[src/dqb_pkg.sv]
`timescale 1ns / 1ps
`default_nettype none

package dqb_pkg;

  // Label capacity and fixed message framing.
  localparam int unsigned MaxLabelDef = 32;
  localparam logic [7:0]  DotChar     = 8'h2E;
  localparam int unsigned StepW       = 4;
  localparam logic [StepW-1:0] HdrLast   = StepW'(11);
  localparam logic [StepW-1:0] CloseLast = StepW'(4);

  // Queue depths between the parts.
  localparam int unsigned CmdDepth = 2;
  localparam int unsigned OutDepth = 2;

  // Configuration register indexes.
  localparam int unsigned CfgIdxW = 2;
  typedef enum logic [CfgIdxW-1:0] {
    CfgQueryId    = 2'd0,
    CfgRecursion  = 2'd1,
    CfgQueryType  = 2'd2,
    CfgQueryClass = 2'd3
  } cfg_idx_e;

  // Register reset values.
  localparam logic [15:0] QueryIdRst    = 16'd123;
  localparam logic        RecursionRst  = 1'b1;
  localparam logic [15:0] QueryTypeRst  = 16'd1;
  localparam logic [15:0] QueryClassRst = 16'd1;

  // One classified item on its way from the front to the back.
  typedef struct packed {
    logic       hdr;
    logic       last;
    logic [7:0] ch;
  } cmd_t;

  // One result byte with its flags.
  typedef struct packed {
    logic [7:0] data;
    logic       msg_end;
    logic       ovf;
  } out_t;

endpackage

`default_nettype wire

[src/dqb_front.sv]
`timescale 1ns / 1ps
`default_nettype none

module dqb_front (
  input  wire logic         clk_i,
  input  wire logic         rst_ni,
  input  wire logic         push,
  output      logic         full,
  input  wire logic [7:0]   name_char_i,
  input  wire logic         name_end_i,
  output      logic         cmd_valid_o,
  input  wire logic         cmd_ready_i,
  output      dqb_pkg::cmd_t cmd_o
);
  import dqb_pkg::*;

  localparam int unsigned PtrW = (CmdDepth > 1) ? $clog2(CmdDepth) : 1;
  localparam int unsigned CntW = $clog2(CmdDepth + 1);

  cmd_t            mem_q [CmdDepth];
  logic [PtrW-1:0] wr_ptr_q, rd_ptr_q;
  logic [CntW-1:0] cnt_q;
  logic            hdr_sent_q;
  logic            wr_en, rd_en;

  // Accept when the command queue has room; take when the back is ready.
  assign full        = (cnt_q == CntW'(CmdDepth));
  assign cmd_valid_o = (cnt_q != '0);
  assign wr_en       = push & ~full;
  assign rd_en       = cmd_valid_o & cmd_ready_i;
  assign cmd_o       = mem_q[rd_ptr_q];

  // Queue storage: payload only, no reset needed.
  always_ff @(posedge clk_i) begin
    if (wr_en) begin
      mem_q[wr_ptr_q] <= '{hdr: ~hdr_sent_q, last: name_end_i, ch: name_char_i};
    end
  end

  // Pointers, fill count and the header tracking of the current name.
  always_ff @(posedge clk_i or negedge rst_ni) begin
    if (!rst_ni) begin
      wr_ptr_q   <= '0;
      rd_ptr_q   <= '0;
      cnt_q      <= '0;
      hdr_sent_q <= 1'b0;
    end else begin
      if (wr_en) begin
        wr_ptr_q   <= (wr_ptr_q == PtrW'(CmdDepth - 1)) ? '0 : wr_ptr_q + PtrW'(1);
        hdr_sent_q <= ~name_end_i;
      end
      if (rd_en) begin
        rd_ptr_q <= (rd_ptr_q == PtrW'(CmdDepth - 1)) ? '0 : rd_ptr_q + PtrW'(1);
      end
      if (wr_en && !rd_en) begin
        cnt_q <= cnt_q + CntW'(1);
      end else if (!wr_en && rd_en) begin
        cnt_q <= cnt_q - CntW'(1);
      end
    end
  end

endmodule

`default_nettype wire

[src/dqb_back.sv]
`timescale 1ns / 1ps
`default_nettype none

module dqb_back #(
  parameter int unsigned MaxLabel = dqb_pkg::MaxLabelDef
) (
  input  wire logic          clk_i,
  input  wire logic          rst_ni,
  input  wire logic          cmd_valid_i,
  output      logic          cmd_ready_o,
  input  wire dqb_pkg::cmd_t cmd_i,
  input  wire logic [15:0]   query_id_i,
  input  wire logic          recursion_desired_i,
  input  wire logic [15:0]   query_type_i,
  input  wire logic [15:0]   query_class_i,
  output      logic          out_valid_o,
  input  wire logic          out_ready_i,
  output      dqb_pkg::out_t out_o
);
  import dqb_pkg::*;

  localparam int unsigned CntW = $clog2(MaxLabel + 1);
  localparam int unsigned IdxW = (MaxLabel > 1) ? $clog2(MaxLabel) : 1;

  typedef enum logic [2:0] {
    StIdle,
    StHdr,
    StLen,
    StData,
    StClose
  } state_e;

  state_e          state_q;
  logic [StepW-1:0] step_q;
  logic [IdxW-1:0] idx_q;
  logic [CntW-1:0] cnt_q, cnt_new, cnt_m1;
  logic            ovf_q, flush_q, close_q;
  logic [7:0]      store_q [MaxLabel];
  logic            is_dot, store_en, room, advance;
  logic [7:0]      hdr_byte, close_byte;

  // Where to go once the header, if any, is out.
  function automatic state_e after_hdr(input logic flush, input logic close,
                                       input logic [CntW-1:0] cnt);
    state_e nxt;
    if (flush && cnt != '0) begin
      nxt = StLen;
    end else if (close) begin
      nxt = StClose;
    end else begin
      nxt = StIdle;
    end
    return nxt;
  endfunction

  // Classification of the command at the head of the queue.
  assign cmd_ready_o = (state_q == StIdle);
  assign is_dot      = (cmd_i.ch == DotChar);
  assign store_en    = cmd_valid_i & cmd_ready_o & ~is_dot;
  assign room        = (cnt_q < CntW'(MaxLabel));
  assign cnt_new     = (store_en && room) ? cnt_q + CntW'(1) : cnt_q;
  assign cnt_m1      = cnt_q - CntW'(1);

  // Header bytes by position.
  always_comb begin
    unique case (step_q)
      StepW'(0): hdr_byte = query_id_i[7:0];
      StepW'(1): hdr_byte = query_id_i[15:8];
      StepW'(2): hdr_byte = {7'd0, recursion_desired_i};
      StepW'(5): hdr_byte = 8'h01;
      default:   hdr_byte = 8'h00;
    endcase
  end

  // Closing bytes: root label, type and class in network order.
  always_comb begin
    unique case (step_q)
      StepW'(1): close_byte = query_type_i[15:8];
      StepW'(2): close_byte = query_type_i[7:0];
      StepW'(3): close_byte = query_class_i[15:8];
      StepW'(4): close_byte = query_class_i[7:0];
      default:   close_byte = 8'h00;
    endcase
  end

  // Result byte for the current state.
  always_comb begin
    out_valid_o = 1'b1;
    out_o       = '{data: 8'h00, msg_end: 1'b0, ovf: 1'b0};
    unique case (state_q)
      StHdr:   out_o.data = hdr_byte;
      StLen: begin
        out_o.data = 8'(cnt_q);
        out_o.ovf  = ovf_q;
      end
      StData:  out_o.data = store_q[idx_q];
      StClose: begin
        out_o.data    = close_byte;
        out_o.msg_end = (step_q == CloseLast);
      end
      default: out_valid_o = 1'b0;
    endcase
  end

  assign advance = out_valid_o & out_ready_i;

  // Label store: written at the fill count, no reset.
  always_ff @(posedge clk_i) begin
    if (store_en && room) begin
      store_q[cnt_q[IdxW-1:0]] <= cmd_i.ch;
    end
  end

  // Sequencer.
  always_ff @(posedge clk_i or negedge rst_ni) begin
    if (!rst_ni) begin
      state_q <= StIdle;
      step_q  <= '0;
      idx_q   <= '0;
      cnt_q   <= '0;
      ovf_q   <= 1'b0;
      flush_q <= 1'b0;
      close_q <= 1'b0;
    end else begin
      unique case (state_q)
        StIdle: begin
          if (cmd_valid_i) begin
            flush_q <= is_dot | cmd_i.last;
            close_q <= cmd_i.last;
            step_q  <= '0;
            idx_q   <= '0;
            cnt_q   <= cnt_new;
            if (store_en && !room) begin
              ovf_q <= 1'b1;
            end
            state_q <= cmd_i.hdr ? StHdr : after_hdr(is_dot | cmd_i.last, cmd_i.last, cnt_new);
          end
        end
        StHdr: begin
          if (advance) begin
            if (step_q == HdrLast) begin
              step_q  <= '0;
              state_q <= after_hdr(flush_q, close_q, cnt_q);
            end else begin
              step_q <= step_q + StepW'(1);
            end
          end
        end
        StLen: begin
          if (advance) begin
            idx_q   <= '0;
            state_q <= StData;
          end
        end
        StData: begin
          if (advance) begin
            idx_q <= idx_q + IdxW'(1);
            if (CntW'(idx_q) == cnt_m1) begin
              cnt_q   <= '0;
              ovf_q   <= 1'b0;
              step_q  <= '0;
              state_q <= close_q ? StClose : StIdle;
            end
          end
        end
        StClose: begin
          if (advance) begin
            step_q <= step_q + StepW'(1);
            if (step_q == CloseLast) begin
              cnt_q   <= '0;
              ovf_q   <= 1'b0;
              state_q <= StIdle;
            end
          end
        end
        default: state_q <= StIdle;
      endcase
    end
  end

endmodule

`default_nettype wire

[src/dqb_out_fifo.sv]
`timescale 1ns / 1ps
`default_nettype none

module dqb_out_fifo (
  input  wire logic          clk_i,
  input  wire logic          rst_ni,
  input  wire logic          in_valid_i,
  output      logic          in_ready_o,
  input  wire dqb_pkg::out_t in_i,
  output      logic          empty,
  input  wire logic          pop,
  output      dqb_pkg::out_t out_o
);
  import dqb_pkg::*;

  localparam int unsigned PtrW = (OutDepth > 1) ? $clog2(OutDepth) : 1;
  localparam int unsigned CntW = $clog2(OutDepth + 1);

  out_t            mem_q [OutDepth];
  logic [PtrW-1:0] wr_ptr_q, rd_ptr_q;
  logic [CntW-1:0] cnt_q;
  logic            wr_en, rd_en;

  assign in_ready_o = (cnt_q != CntW'(OutDepth));
  assign empty      = (cnt_q == '0);
  assign wr_en      = in_valid_i & in_ready_o;
  assign rd_en      = pop & ~empty;
  assign out_o      = mem_q[rd_ptr_q];

  // Result storage.
  always_ff @(posedge clk_i) begin
    if (wr_en) begin
      mem_q[wr_ptr_q] <= in_i;
    end
  end

  // Pointers and fill count.
  always_ff @(posedge clk_i or negedge rst_ni) begin
    if (!rst_ni) begin
      wr_ptr_q <= '0;
      rd_ptr_q <= '0;
      cnt_q    <= '0;
    end else begin
      if (wr_en) begin
        wr_ptr_q <= (wr_ptr_q == PtrW'(OutDepth - 1)) ? '0 : wr_ptr_q + PtrW'(1);
      end
      if (rd_en) begin
        rd_ptr_q <= (rd_ptr_q == PtrW'(OutDepth - 1)) ? '0 : rd_ptr_q + PtrW'(1);
      end
      if (wr_en && !rd_en) begin
        cnt_q <= cnt_q + CntW'(1);
      end else if (!wr_en && rd_en) begin
        cnt_q <= cnt_q - CntW'(1);
      end
    end
  end

endmodule

`default_nettype wire

[src/dns_query_builder_core.sv]
// Channel   Handshake            Payload
// input     push / full          name_char_i, name_end_i
// result    empty / pop          out_byte_o, message_end_o, label_overflow_o
// config    cfg_we_i             cfg_idx_i, cfg_wdata_i
//
// A plain character is taken by the sequencer while it is idle; a label of n
// stored characters flushes as n + 1 bytes, the header as 12 bytes and the
// closing bytes as 5, one result byte per cycle while the result queue has
// room. Reset clears all control state at once; there is no clearing pass.
// Input stalls only when the two-entry command queue is full, and the
// sequencer stalls on a full result queue.
`timescale 1ns / 1ps
`default_nettype none

module dns_query_builder_core #(
  parameter int unsigned MaxLabel = dqb_pkg::MaxLabelDef
) (
  input  wire logic                      clk_i,
  input  wire logic                      rst_ni,
  input  wire logic                      push,
  output      logic                      full,
  input  wire logic [7:0]                name_char_i,
  input  wire logic                      name_end_i,
  output      logic                      empty,
  input  wire logic                      pop,
  output      logic [7:0]                out_byte_o,
  output      logic                      message_end_o,
  output      logic                      label_overflow_o,
  input  wire logic                      cfg_we_i,
  input  wire logic [dqb_pkg::CfgIdxW-1:0] cfg_idx_i,
  input  wire logic [15:0]               cfg_wdata_i
);
  import dqb_pkg::*;

  logic [15:0] query_id_q, query_type_q, query_class_q;
  logic        recursion_q;
  logic        cmd_valid, cmd_ready, res_valid, res_ready;
  cmd_t        cmd;
  out_t        res, head;

  // Configuration registers.
  always_ff @(posedge clk_i or negedge rst_ni) begin
    if (!rst_ni) begin
      query_id_q    <= QueryIdRst;
      recursion_q   <= RecursionRst;
      query_type_q  <= QueryTypeRst;
      query_class_q <= QueryClassRst;
    end else if (cfg_we_i) begin
      unique case (cfg_idx_e'(cfg_idx_i))
        CfgQueryId:    query_id_q    <= cfg_wdata_i;
        CfgRecursion:  recursion_q   <= cfg_wdata_i[0];
        CfgQueryType:  query_type_q  <= cfg_wdata_i;
        CfgQueryClass: query_class_q <= cfg_wdata_i;
        default:       ;
      endcase
    end
  end

  // Front: accepts characters and queues them with their header flag.
  dqb_front u_front (
    .clk_i       (clk_i),
    .rst_ni      (rst_ni),
    .push        (push),
    .full        (full),
    .name_char_i (name_char_i),
    .name_end_i  (name_end_i),
    .cmd_valid_o (cmd_valid),
    .cmd_ready_i (cmd_ready),
    .cmd_o       (cmd)
  );

  // Back: buffers labels and emits the message bytes.
  dqb_back #(
    .MaxLabel (MaxLabel)
  ) u_back (
    .clk_i               (clk_i),
    .rst_ni              (rst_ni),
    .cmd_valid_i         (cmd_valid),
    .cmd_ready_o         (cmd_ready),
    .cmd_i               (cmd),
    .query_id_i          (query_id_q),
    .recursion_desired_i (recursion_q),
    .query_type_i        (query_type_q),
    .query_class_i       (query_class_q),
    .out_valid_o         (res_valid),
    .out_ready_i         (res_ready),
    .out_o               (res)
  );

  // Result queue towards the consumer.
  dqb_out_fifo u_out (
    .clk_i      (clk_i),
    .rst_ni     (rst_ni),
    .in_valid_i (res_valid),
    .in_ready_o (res_ready),
    .in_i       (res),
    .empty      (empty),
    .pop        (pop),
    .out_o      (head)
  );

  assign out_byte_o       = head.data;
  assign message_end_o    = head.msg_end;
  assign label_overflow_o = head.ovf;

endmodule

`default_nettype wire

[config.mk]
export PLATFORM = sky130hd
export DESIGN_NAME = dns_query_builder_core
export DESIGN_NICKNAME = d
export VERILOG_FILES = /design/src/dqb_pkg.sv /design/src/dqb_front.sv /design/src/dqb_back.sv /design/src/dqb_out_fifo.sv /design/src/dns_query_builder_core.sv
export SDC_FILE = /design/constraint.sdc
export NUM_CORES = 1
export LEC_CHECK = 0
export ABC_AREA = 1
export BUFFER_PORTS_ARGS = -buffer_cell sky130_fd_sc_hd__buf_2
export CORE_MARGIN = 5
export CORE_UTILIZATION = 47
export CTS_CLUSTER_DIAMETER = 50
export DETAILED_ROUTE_END_ITERATION = 10
export GPL_ROUTABILITY_DRIVEN = 0
export PLACE_DENSITY = 0.65
export SLEW_MARGIN = 10
export SYNTH_ARGS = -nofsm -noshare
export SYNTH_HDL_FRONTEND = slang
export SYNTH_HIERARCHICAL = 1
export SYNTH_SLANG_ARGS = --single-unit
[constraint.sdc]
create_clock -name clk_i -period 2.6 [get_ports clk_i]
set_clock_uncertainty 0.15 [all_clocks]
set_input_delay 0.52 -clock clk_i [delete_from_list [all_inputs] [get_ports clk_i]]
set_output_delay 0.52 -clock clk_i [all_outputs]
set_load 0.01 [all_outputs]
==> results of run 1 <==
[worst max path at each step]
stage	from	to	slack (ps)	cells past startpoint
floorplan	u_front/rd_ptr_q$_DFFE_PN0P_	u_back/store_q[14][0]$_DFFE_PP_	-70	10
global placement	u_back/step_q[0]$_DFFE_PN0P_	u_out/mem_q[0][4]$_DFFE_PP_	190	8
detailed placement	u_front/rd_ptr_q$_DFFE_PN0P_	u_back/store_q[9][0]$_DFFE_PP_	140	12
CTS	u_front/rd_ptr_q$_DFFE_PN0P_	u_back/store_q[9][3]$_DFFE_PP_	120	12
global route	u_back/cnt_q[0]$_DFFE_PN0P_	u_back/ovf_q$_DFFE_PN0P_	20	15
finish	u_out/rd_ptr_q$_DFFE_PN0P_	out_byte_o[7]	210	4
[worst max-delay path, delay by kind of cell (launching register included)]
family | cells | cell delay (ps)
buffers and inverters | 2 | 410
and+or+nand+nor | 2 | 190
DFF | 1 | 560
[layout make-up]
cell class	instances	share of cell area
sequential	375	0.5793
clock inverter	27	0.01445
timing repair buffer	119	0.04609
multi-input combinational	989	0.2558
tap	455	0.03031
clock buffer	53	0.06041
inverter	67	0.01365
[report_power, final]
group	internal [mW]	switching [mW]
logic	1.36	3.43
clock network	3.54	2.40
registers	7.80	0.366
total	12.7	6.20
[metal layers]
metal / wire length (um) / part of all wire
met3: 3105 / 0.075
met4: 1144 / 0.028
met5: 0 / 0
met1: 17620 / 0.43
met2: 19420 / 0.47
[state kept, by name, summed over array words and instances (netlist names)]
name / count
u_out/rd_ptr_q: 1
u_back/close_q: 1
u_back/store_q: 256
recursion_q: 1
u_front/rd_ptr_q: 1
u_out/wr_ptr_q: 1
query_id_q: 16
u_back/flush_q: 1
u_back/ovf_q: 1
u_out/cnt_q: 2
query_class_q: 16
u_back/idx_q: 5
u_back/step_q: 4
u_back/cnt_q: 6
u_out/mem_q: 20
u_front/cnt_q: 2
u_front/wr_ptr_q: 1
u_back/state_q: 3
query_type_q: 16
u_front/hdr_sent_q: 1
u_front/mem_q: 20
[cells in the final DEF, fill, tap and decap left out, drive strengths merged, types with 19 or more instances in the layout]
cell type	synthesis	routed
edfxtp	296	296
nand4	62	62
inv	63	66
nor2	225	225
nand3	69	69
a21oi	19	19
o22ai	33	33
clkinv	4	21
dfrtp	70	70
o21ai	152	152
o211ai	20	20
nand2	355	355
clkbuf	36	53
buf	42	118
[repair_timing]
item / CTS / global route
setup endpoints to repair: 0 / 121
resized for setup: 0 / 5
endpoints found under the hold margin: 24 / 0
hold buffers: 1 / 0
[metrics by stage]
stage	instance area [um^2]	worst slack, ps	power, mW	TNS [ps]
2_1_floorplan	16320	-67.49	11.18	-11630
3_3_place_gp	17350	189.3	12.95	0
3_5_place_dp	17350	143.9	13.04	0
4_1_cts	18770	123.3	18.97	0
5_1_grt	18790	19.58	19.83	0
6_report	18790	214.0	18.89	0
[cells by family after synthesis]
logic type	count (synthesis)	synth area share
xor gates and xnor gates	7	0.003760
and+or+nand+nor	722	0.1935
AOI/OAI and AO/OA	249	0.08755
adders and majority gates	11	0.008440
DFF	375	0.6670
buffers and inverters	145	0.03975
==> out/results.txt, run 1 <==
The count of maximum capacitance violations is 0. The multi-input combinational cells in the finished layout cover a total of 4806 um^2. The cell depth of the worst min-delay path is 1, and the area taken by flip-flops and latches is 10,880 um^2. The number of synthesized flops with an enable pin came out at 296. Setup repair after global routing left no endpoint under its margin. The tools report the initial antenna violation count as 0. For the global-route met1 utilization, the log shows 0.3054.

In the synthesized netlist the dominant register cell turns out to be sky130_fd_sc_hd__edfxtp_1. Using the TritonRoute via totals, the vias-per-cell ratio works out to 5.624. The relative max-transition margin is 0.2525. For the clock latency at the later pin of the worst-skew pair, the log shows 540 ps. Based on the critical path, the design can be clocked at up to 419.1 MHz. By area the synthesized netlist is led by sky130_fd_sc_hd__edfxtp_1, sky130_fd_sc_hd__dfrtp_1, sky130_fd_sc_hd__nand2_1, sky130_fd_sc_hd__nor2_1, sky130_fd_sc_hd__o21ai_0.

The worst register-to-register path begins at u_back/idx_q[0]$_DFFE_PN0P_. The floorplan has 68 rows. The tools report the fraction of the yosys area taken by sequential cells as 0.6670.

The signal on the critical path passes through inv_1 > nand2_1 > nand2_1 > buf_2. Setup violations remaining at the end of the flow were counted as 0. The tools report the core region area as 34,370 um^2.

Clock tree synthesis inserted a total of 43 buffers. The slowest stage of the critical path belongs to the cell sky130_fd_sc_hd__dfrtp_1. The layout overhead on the synthesized area is 15.20%, and the yosys synthesis warning count is 6. Routing usage on met2: 0.3378.

The critical path startpoint category is a register. The total of flip-flops plus latches after synthesis was 375. The layer flagged by global routing as most heavily used is met2. Entering global routing, the biggest net connects 97 pins.

The die height is 196.3 um, and the post-CTS setup buffer count is 0. Area share of the largest cell type after synthesis: 0.5451. The final critical path time including I/O delays and setup was 2386 ps.

The logs give 0 for the total grt overflow and 0 for the number of failing hold endpoints at the final stage. The class of the tightest hold or removal check is primary input to register. The average cell area after synthesis works out to 10.81 um^2. The final layout contains 1,638 nets. Excluding fillers, the count of instances in the completed layout stands at 2,085. STA classifies the critical path endpoint as an output pin. The fraction of final layout cells sized beyond drive strength 1 works out to 0.1540. TritonCTS built the clock tree. The run gives 0.03486 as the met3 demand-to-capacity share in global routing.

The commonest cells after synthesis are sky130_fd_sc_hd__nand2_1, sky130_fd_sc_hd__edfxtp_1, sky130_fd_sc_hd__nor2_1. In this run the cell area of the synthesized design comes to 16,310 um^2. Final max-slew violation count: 0. Counting cells, the worst reg-to-reg path comes to 9. The sum of net half-perimeters after detailed placement is 26.64 mm, and the via count is 11.73k.

The number of filler cells placed in the layout is 2,971. The largest total area in the synthesized netlist belongs to sky130_fd_sc_hd__edfxtp_1. The count of nets left with antenna violations once routing finished came out at 0. For this design the static power due to leakage is 7.302 nW. The tools report the via count of the first global-routing pass as 11.63k. The floorplan step defined a die boundary enclosing 38,520 um^2. For this block, the initial DRC count from the detailed router was 1,087.

For the pin with the worst max-slew slack, the measured transition is 1117 ps. The library cell with the highest instance count after synthesis is sky130_fd_sc_hd__nand2_1. The largest single stage delay on the critical path is 560 ps. The critical path in this run is classified as register to output pin. Of all nets on the critical path, the largest fanout is 12.

The register clock-pin slew on the reported worst setup and hold paths is 60 ps. Synthesis produced a netlist whose cell count is 1,509. Buffers placed on the I/O ports in this run total 43. The final clock period utilization by the worst path was 0.9177. The global-route usage over all layers was 0.2137. At the worst endpoint, the arrival time is 1720 ps. The pre-antenna-repair detailed-routing pass consisted of 5 iterations. The repair_antennas step left the layout with diodes totalling 0. The run gives 41.29 mm as the aggregate routed wire length.

The number of primary I/O pins was 44. The run gives 45 as the count of cell types in the netlist. The initial cell density of the core is 0.4744, and the die width is 196.3 um. The first-pass GRT wire length is 65.67 mm, and the worst-case register-to-register setup slack is 210 ps.

Endpoint of the worst register-to-register path: u_out/mem_q[0][8]$_DFFE_PP_. The cell that appears most often on the critical path is sky130_fd_sc_hd__nand2_1. The path with the worst hold slack has its endpoint at u_front/mem_q[1][6]$_DFFE_PP_.

Power per cell area: 1006 nW/um^2. The worst-case hold slack was 23.28 ps. Start point of the worst hold path: name_char_i[6]. At the worst endpoint, the required time is 1930 ps.

The flow ran to the end, and the final reports show no timing, DRC or antenna violations. The share of flip-flops with an asynchronous set or reset was 0.2107; the final routed DRC violation total was 0. Clock tree synthesis selected as its root buffer the cell sky130_fd_sc_hd__clkbuf_16.

Post-route core utilization: 0.5465. The depth of the CTS H-tree came out at 2. For this design, the sink count on the clock tree is 375. The number of placed instances, taps included, is 2,004.

The tools report the maximum clock path buffer count as 3. The wire length per cell is 19.81 um. Across the VDD grid, the largest voltage drop is 0.6832 mV. The net count of the mapped netlist is 1,552.
Power figures use the tool's default switching activity.
==> inputs of run 2 (changes only) <==
--- a/config.mk
+++ b/config.mk
@@ -6,13 +6,12 @@
 export NUM_CORES = 1
 export LEC_CHECK = 0
 export ABC_AREA = 1
-export BUFFER_PORTS_ARGS = -buffer_cell sky130_fd_sc_hd__buf_2
 export CORE_MARGIN = 5
 export CORE_UTILIZATION = 47
 export CTS_CLUSTER_DIAMETER = 50
 export DETAILED_ROUTE_END_ITERATION = 10
+export DONT_BUFFER_PORTS = 1
 export GPL_ROUTABILITY_DRIVEN = 0
-export PLACE_DENSITY = 0.65
 export SLEW_MARGIN = 10
 export SYNTH_ARGS = -nofsm -noshare
 export SYNTH_HDL_FRONTEND = slang
==> run 2 against run 1 <==
  * Total power increased by 0.44%
  * Sequential power hardly changed
  * Register-to-register slack got worse by 100 ps
  * Non-clock buffer count is 7 lower
  * Core utilization up 0.55 points
  * Final cell count is 0.38% lower
  * Highest routed layer unchanged
==> out/results.txt, run 2 (synthesized netlist as in run 1, its figures left out) <==
The final clock period utilization by the worst path came out at 0.9567. The setup path with the least slack is of type register to register. The die is 196.3 um wide.

After detailed routing, the total wire length is 42.85 mm. For the global-route usage over all layers, the log shows 0.2197. For the initial cell density of the core, the log shows 0.4744.

In this run the vertical extent of the chip is 196.3 um. The tools report the filler-free cell count of the finished design as 2,077. Summing all multi-input logic gate instances after layout gives 4798 um^2. The register clock-pin slew on the reported worst setup and hold paths was 60 ps. Measured in cells, the most critical reg-to-reg path has a length of 8.

The path with the worst hold slack has its endpoint at query_type_q[7]$_DFFE_PN0P_. At the later pin of the worst-skew pair, clock insertion delay measures 540 ps. The fraction of final layout cells sized beyond drive strength 1 came out at 0.1296. The actual slew at the worst max-slew pin was 1222 ps; the highest attainable clock frequency was 402.0 MHz. The cell depth of the worst min-delay path is 2.

The worst setup path is captured at a register. The final max-slew violation count was 0; the layout overhead on the synthesized area was 16.35%. The register with the most flip-flops in the layout has 256 of them.

The floorplan step defined a die boundary enclosing 38,520 um^2. The first global-routing pass estimated 66.23 mm of wire. The critical path startpoint category was a register. The analysis attributes to cell leakage a power of 7.283 nW. The initial antenna violation count came out at 2.

The start point of the worst hold path is cfg_wdata_i[7]. Using the TritonRoute via totals, the vias-per-cell ratio works out to 5.614. For the cell count after placement, the log shows 1,958. The startpoint identified for the worst register-to-register timing path is u_back/step_q[0]$_DFFE_PN0P_. The run gives 0 as the number of failing hold endpoints at the final stage. The logs give 44 for the number of primary I/O pins and 110 ps for the worst-case register-to-register setup slack. The via count of the first global-routing pass is 11.15k, and the clock sink count is 375. The worst hold path belongs to the class primary input to register.

In this run the deepest clock path goes through 3 buffers. TritonCTS built the clock tree. The initialized floorplan defines 68 standard-cell rows.

Setup TNS: 0 ps. The total area inside the core boundary comes to 34,370 um^2. The power per cell area was 1000 nW/um^2. Input and output buffers added on the ports amount to 0. Detailed routing inserted a total of 11.66k vias. The logs give 0 for the total of endpoints with negative setup slack in the final report and 5 for the number of iterations in the first detailed-routing pass.

The wire length per cell works out to 20.63 um. The tool flagged a number of max-cap violations equal to 0. The total CTS buffers was 42.

The run gives 1,630 as the number of nets in the layout. Leading cell type in the layout, fill and taps excluded: sky130_fd_sc_hd__nand2_1. IR analysis of the VDD net gives a maximum drop of 0.6493 mV. Along the worst path, the maximum fanout reaches 8.

The run finished with clean final reports. The top cell types in the final layout, fill and taps aside, are sky130_fd_sc_hd__nand2_1, sky130_fd_sc_hd__edfxtp_1, sky130_fd_sc_hd__nor2_1, sky130_fd_sc_hd__o21ai_0. After layout, the design draws a total of 18.97 mW. The final routed DRC violation total came out at 0. The H-tree generated during clock tree synthesis spans 2 levels. Relative max-transition margin: 0.1824.

Setup repair after global routing left no endpoint under its margin. Counting the fill cells in the layout gives 3,004. Final critical path time including I/O delays and setup: 2487 ps. At the worst endpoint, the arrival time is 2600 ps.

The root cell of the clock tree was sky130_fd_sc_hd__clkbuf_16. The tools report the endpoint of the worst register-to-register path as u_out/mem_q[0][7]$_DFFE_PP_. Data on the critical path is required at its endpoint by 2720 ps. The total grt overflow is 0. Once detail routing completed, the nets flagged for antenna violations numbered 0.

Iteration-0 DRC count of the detailed router: 1,240. Area taken by flip-flops and latches: 10,880 um^2. Detailed placement finished with a half-perimeter wire length of 26.73 mm.

Entering global routing, the biggest net connects 84 pins.
-- run 2: changes by cell type in the layout (fill, tap and decap cells not counted), sizes merged --
cell         change
clkbuf           -4
buf             -42
bufinv           +2
clkinv           -3
dlygate4sd3     +35
inv              +1
diode            +2
clkinvlp         +1
-- run 2: power breakdown --
| part | leakage [nW] | switching (mW) | internal, mW |
|---|---|---|---|
| clock network | 0.691 | 2.42 | 3.61 |
| registers | 3.67 | 0.352 | 7.80 |
| logic | 2.92 | 3.44 | 1.35 |
-- run 2: worst max-delay path by stage --
stage / startpoint / endpoint
finish: u_back/step_q[0]$_DFFE_PN0P_ / u_out/mem_q[0][7]$_DFFE_PP_
global route: u_back/step_q[0]$_DFFE_PN0P_ / u_out/mem_q[1][7]$_DFFE_PP_
CTS: u_back/step_q[1]$_DFFE_PN0P_ / u_out/mem_q[0][7]$_DFFE_PP_
detailed placement: u_back/step_q[1]$_DFFE_PN0P_ / u_out/mem_q[0][7]$_DFFE_PP_
global placement: u_back/step_q[1]$_DFFE_PN0P_ / u_out/mem_q[1][7]$_DFFE_PP_
floorplan: u_front/rd_ptr_q$_DFFE_PN0P_ / u_back/store_q[14][0]$_DFFE_PP_
-- run 2: per-layer routing --
layer,track usage,share of wire,up-vias
met4,0.06517,0.028,0
met2,0.3392,0.46,455
met3,0.03675,0.071,77
met5,0,0,-
li1,-,-,5475
met1,0.3228,0.44,5653
-- run 2: cell type report --
| type | instances | area share |
|---|---|---|
| sequential | 375 | 0.5735 |
| multi-input combinational | 989 | 0.2529 |
| clock buffer | 49 | 0.05678 |
| timing repair buffer | 112 | 0.05474 |
| tap | 455 | 0.03001 |
| clock inverter | 28 | 0.01807 |
| inverter | 67 | 0.01372 |
| antenna | 2 | 0.0002638 |
-- run 2: critical path, stage by stage, from the launching register on --
cell and delay (ps):
sky130_fd_sc_hd__dfrtp_1 420, sky130_fd_sc_hd__inv_1 110, sky130_fd_sc_hd__ha_1 220, sky130_fd_sc_hd__nand3_1 140, sky130_fd_sc_hd__inv_1 210, sky130_fd_sc_hd__nand2_1 120, sky130_fd_sc_hd__nand4_1 180, sky130_fd_sc_hd__a221oi_1 550
sky130_fd_sc_hd__nand2_1 130
-- run 2: timing repair --
action                                  4_1_cts  5_1_grt
endpoints found under the hold margin       147        0
hold buffers                                 38        0
setup buffers                                 0        2
resized for setup                             0        3
endpoints found under the setup margin        0       12
-- run 2: per-stage QoR --
step	utilization	worst slack (ps)	area, um^2	hold slack, ps
3_5_place_dp	0.4975	10.18	17100	75.81
2_1_floorplan	-	-67.49	16320	74.41
6_report	0.5520	112.6	18970	19.56
3_3_place_gp	0.4975	13.65	17100	76.25
5_1_grt	0.5520	33.32	18970	2.481
4_1_cts	0.5506	5.830	18930	0.3482
==> inputs of run 3 (changes only) <==
--- a/config.mk
+++ b/config.mk
@@ -8,6 +8,7 @@
 export ABC_AREA = 1
 export CORE_MARGIN = 5
 export CORE_UTILIZATION = 47
+export CTS_BUF_LIST = sky130_fd_sc_hd__clkbuf_16
 export CTS_CLUSTER_DIAMETER = 50
 export DETAILED_ROUTE_END_ITERATION = 10
 export DONT_BUFFER_PORTS = 1
==> run 3 against run 2 <==
  * Non-clock buffer count did not move
  * Cell area did not move
  * Maximum frequency rose by 0.64%
  * Final cell count stayed put
  * Sequential cell count unchanged
  * Wire length about the same
==> out/results.txt, run 3 (synthesized netlist as in run 1, its figures left out) <==
The count of nets left with antenna violations once routing finished came out at 0. The die width is 196.3 um, and the row count is 68. Relative to the synthesized area, the layout overhead comes to 16.35%. The maximum clock path buffer count is 3, and the die height is 196.3 um. For this run the aggregate overflow at the end of global routing stands at 0. In this run the worst setup path begins at u_back/step_q[0]$_DFFE_PN0P_. The slowest stage of the critical path belongs to the cell sky130_fd_sc_hd__a221oi_1. Counting the fill cells in the layout gives 3,004.

In this run, placement finished with an instance count of 1,958. In this run the tool buffered the top-level ports with 0 buffer cells. The setup TNS is 0 ps. The first global-routing pass estimated 66.23 mm of wire. The final clock period utilization by the worst path works out to 0.9506. On the worst path, the slowest cell contributes a delay of 540 ps. The cell depth of the worst min-delay path was 2.

Dividing the detail-routed wire length by the instance count gives 20.62 um. Dividing total power by cell area gives a power density of 998.4 nW/um^2. The min-delay analysis places its worst path in the category primary input to register.

The via count was 11.64k. In this design, the largest share of critical-path delay is due to simple AND/OR/NAND/NOR gates. The run finished with clean final reports. Final critical path time including I/O delays and setup: 2472 ps.

TritonCTS built the clock tree. Worst slack at placement: 10.18 ps. The worst supply voltage drop on vdd was 0.6511 mV.

The sequential cells in the finished layout cover a total of 10,880 um^2. Start point of the worst hold path: cfg_we_i. The via count of the first global-routing pass came out at 11.15k. The worst setup path is captured at a register.

The total stage count of the critical path is 8, and the highest net fanout along the worst path is 8. Leading cell type in the layout, fill and taps excluded: sky130_fd_sc_hd__nand2_1. For the maximum number of pins on one net before global-route repair, the log shows 84.

The clock sink count was 375; the actual slew at the worst max-slew pin was 1180 ps. The logs give 0.2197 for the global-route usage over all layers and 7.312 nW for the leakage power of the design. The required time of the critical path is 2720 ps. Setup repair after global routing left no endpoint under its margin. The depth of the CTS H-tree was 2.

The number of primary I/O pins is 44, and the aggregate routed wire length is 42.82 mm. For the final max-slew violation count, the log shows 0. The pre-antenna-repair detailed-routing pass consisted of 5 iterations. In the layout the commonest cells are sky130_fd_sc_hd__nand2_1, sky130_fd_sc_hd__edfxtp_1, sky130_fd_sc_hd__nor2_1, sky130_fd_sc_hd__o21ai_0. Startpoint of the lowest-slack register-to-register path: u_back/step_q[0]$_DFFE_PN0P_. The fraction of final layout cells sized beyond drive strength 1 is 0.1296. Using the TritonRoute via totals, the vias-per-cell ratio works out to 5.606. The initial antenna violation count was 2; the worst-case hold slack was 22.23 ps. The flip-flop count of the largest register, all copies and words added is 256. The run gives 0 as the count of maximum capacitance violations. In this run the register-to-register setup slack is 130 ps. Counting both buffers and inverters, the worst setup path holds a total of 2. Traced cell by cell, the critical path runs through inv_1 > ha_1 > nand3_1 > inv_1 > nand2_1 > nand4_1 > a221oi_1 > nand2_1. Static timing analysis puts the maximum clock frequency at 404.6 MHz.

For this run, design rule violations remaining after detail routing come to 0. The post-route core utilization is 0.5520, and the number of nets in the layout is 1,630. The worst register-to-register path has a depth of 8. Setup violations remaining at the end of the flow were counted as 0. In the final layout, the multi-input gates occupy 4798 um^2.

The run gives 0.2106 as the relative max-transition margin. The run gives 128.5 ps as the worst-case setup margin in the final layout. The worst setup path is of the register to register kind.

The initial cell density of the core was 0.4744; the filler-free cell count of the finished design was 2,077. The register clock-pin slew on the reported worst setup and hold paths was 60 ps; the worst path arrival time was 2590 ps. STA classifies the critical path startpoint as a register. The iteration-0 DRC count of the detailed router came out at 1,264.

The die covers 38,520 um^2. Summed over all nets, the half-perimeter wirelength after detailed placement is 26.73 mm. Counting the buffers created by CTS gives 42.

The logs give 0 for the number of failing hold endpoints at the final stage and 550 ps for the clock latency at the later pin of the worst-skew pair. The cell sitting at the root of the clock tree is a sky130_fd_sc_hd__clkbuf_16. In this run the standard cell core region covers 34,370 um^2.
[run 3: changes by cell type in the layout (fill, tap and decap cells not counted)]
cell                       previous run  this run
sky130_fd_sc_hd__clkbuf_1             7         0
sky130_fd_sc_hd__inv_1               49        56
[run 3: per-layer routing]
metal,part of all wire,track usage
met5,0,0
met4,0.028,0.06517
met3,0.074,0.03675
met2,0.46,0.3392
met1,0.44,0.3228
[run 3: path summary, 6_finish.rpt]
path	end
hold reg to reg	query_id_q[1]$_DFFE_PN1P_
setup reg to reg	u_out/mem_q[0][7]$_DFFE_PP_
setup / recovery	u_out/mem_q[0][7]$_DFFE_PP_
min in group asynchronous	u_back/idx_q[2]$_DFFE_PN0P_
max in group asynchronous	query_class_q[0]$_DFFE_PN1P_
hold / removal	query_type_q[6]$_DFFE_PN0P_
[run 3: timing repair]
item                                    CTS  global route
endpoints found under the setup margin    0            12
buffers inserted                          0             2
gates resized for setup                   0             3
hold endpoints to repair                147             0
hold buffers                             38             0
[run 3: cell type report]
cell class	count	area share
antenna	2	0.0002638
multi-input combinational	989	0.2529
sequential	375	0.5735
clock inverter	35	0.01945
inverter	67	0.01372
clock buffer	42	0.05539
timing repair buffer	112	0.05474
tap	455	0.03001
[run 3: stage by stage]
step           instance area (um^2)  total power, mW
3_5_place_dp                  17100            12.89
4_1_cts                       18930            18.99
5_1_grt                       18970            19.89
3_3_place_gp                  17100            12.84
6_report                      18970            18.94
2_1_floorplan                 16320            11.18
[run 3: report_power, final]
part	internal [mW]	switching (mW)
registers	7.80	0.352
logic	1.35	3.44
clock network	3.59	2.41
total	12.7	6.21
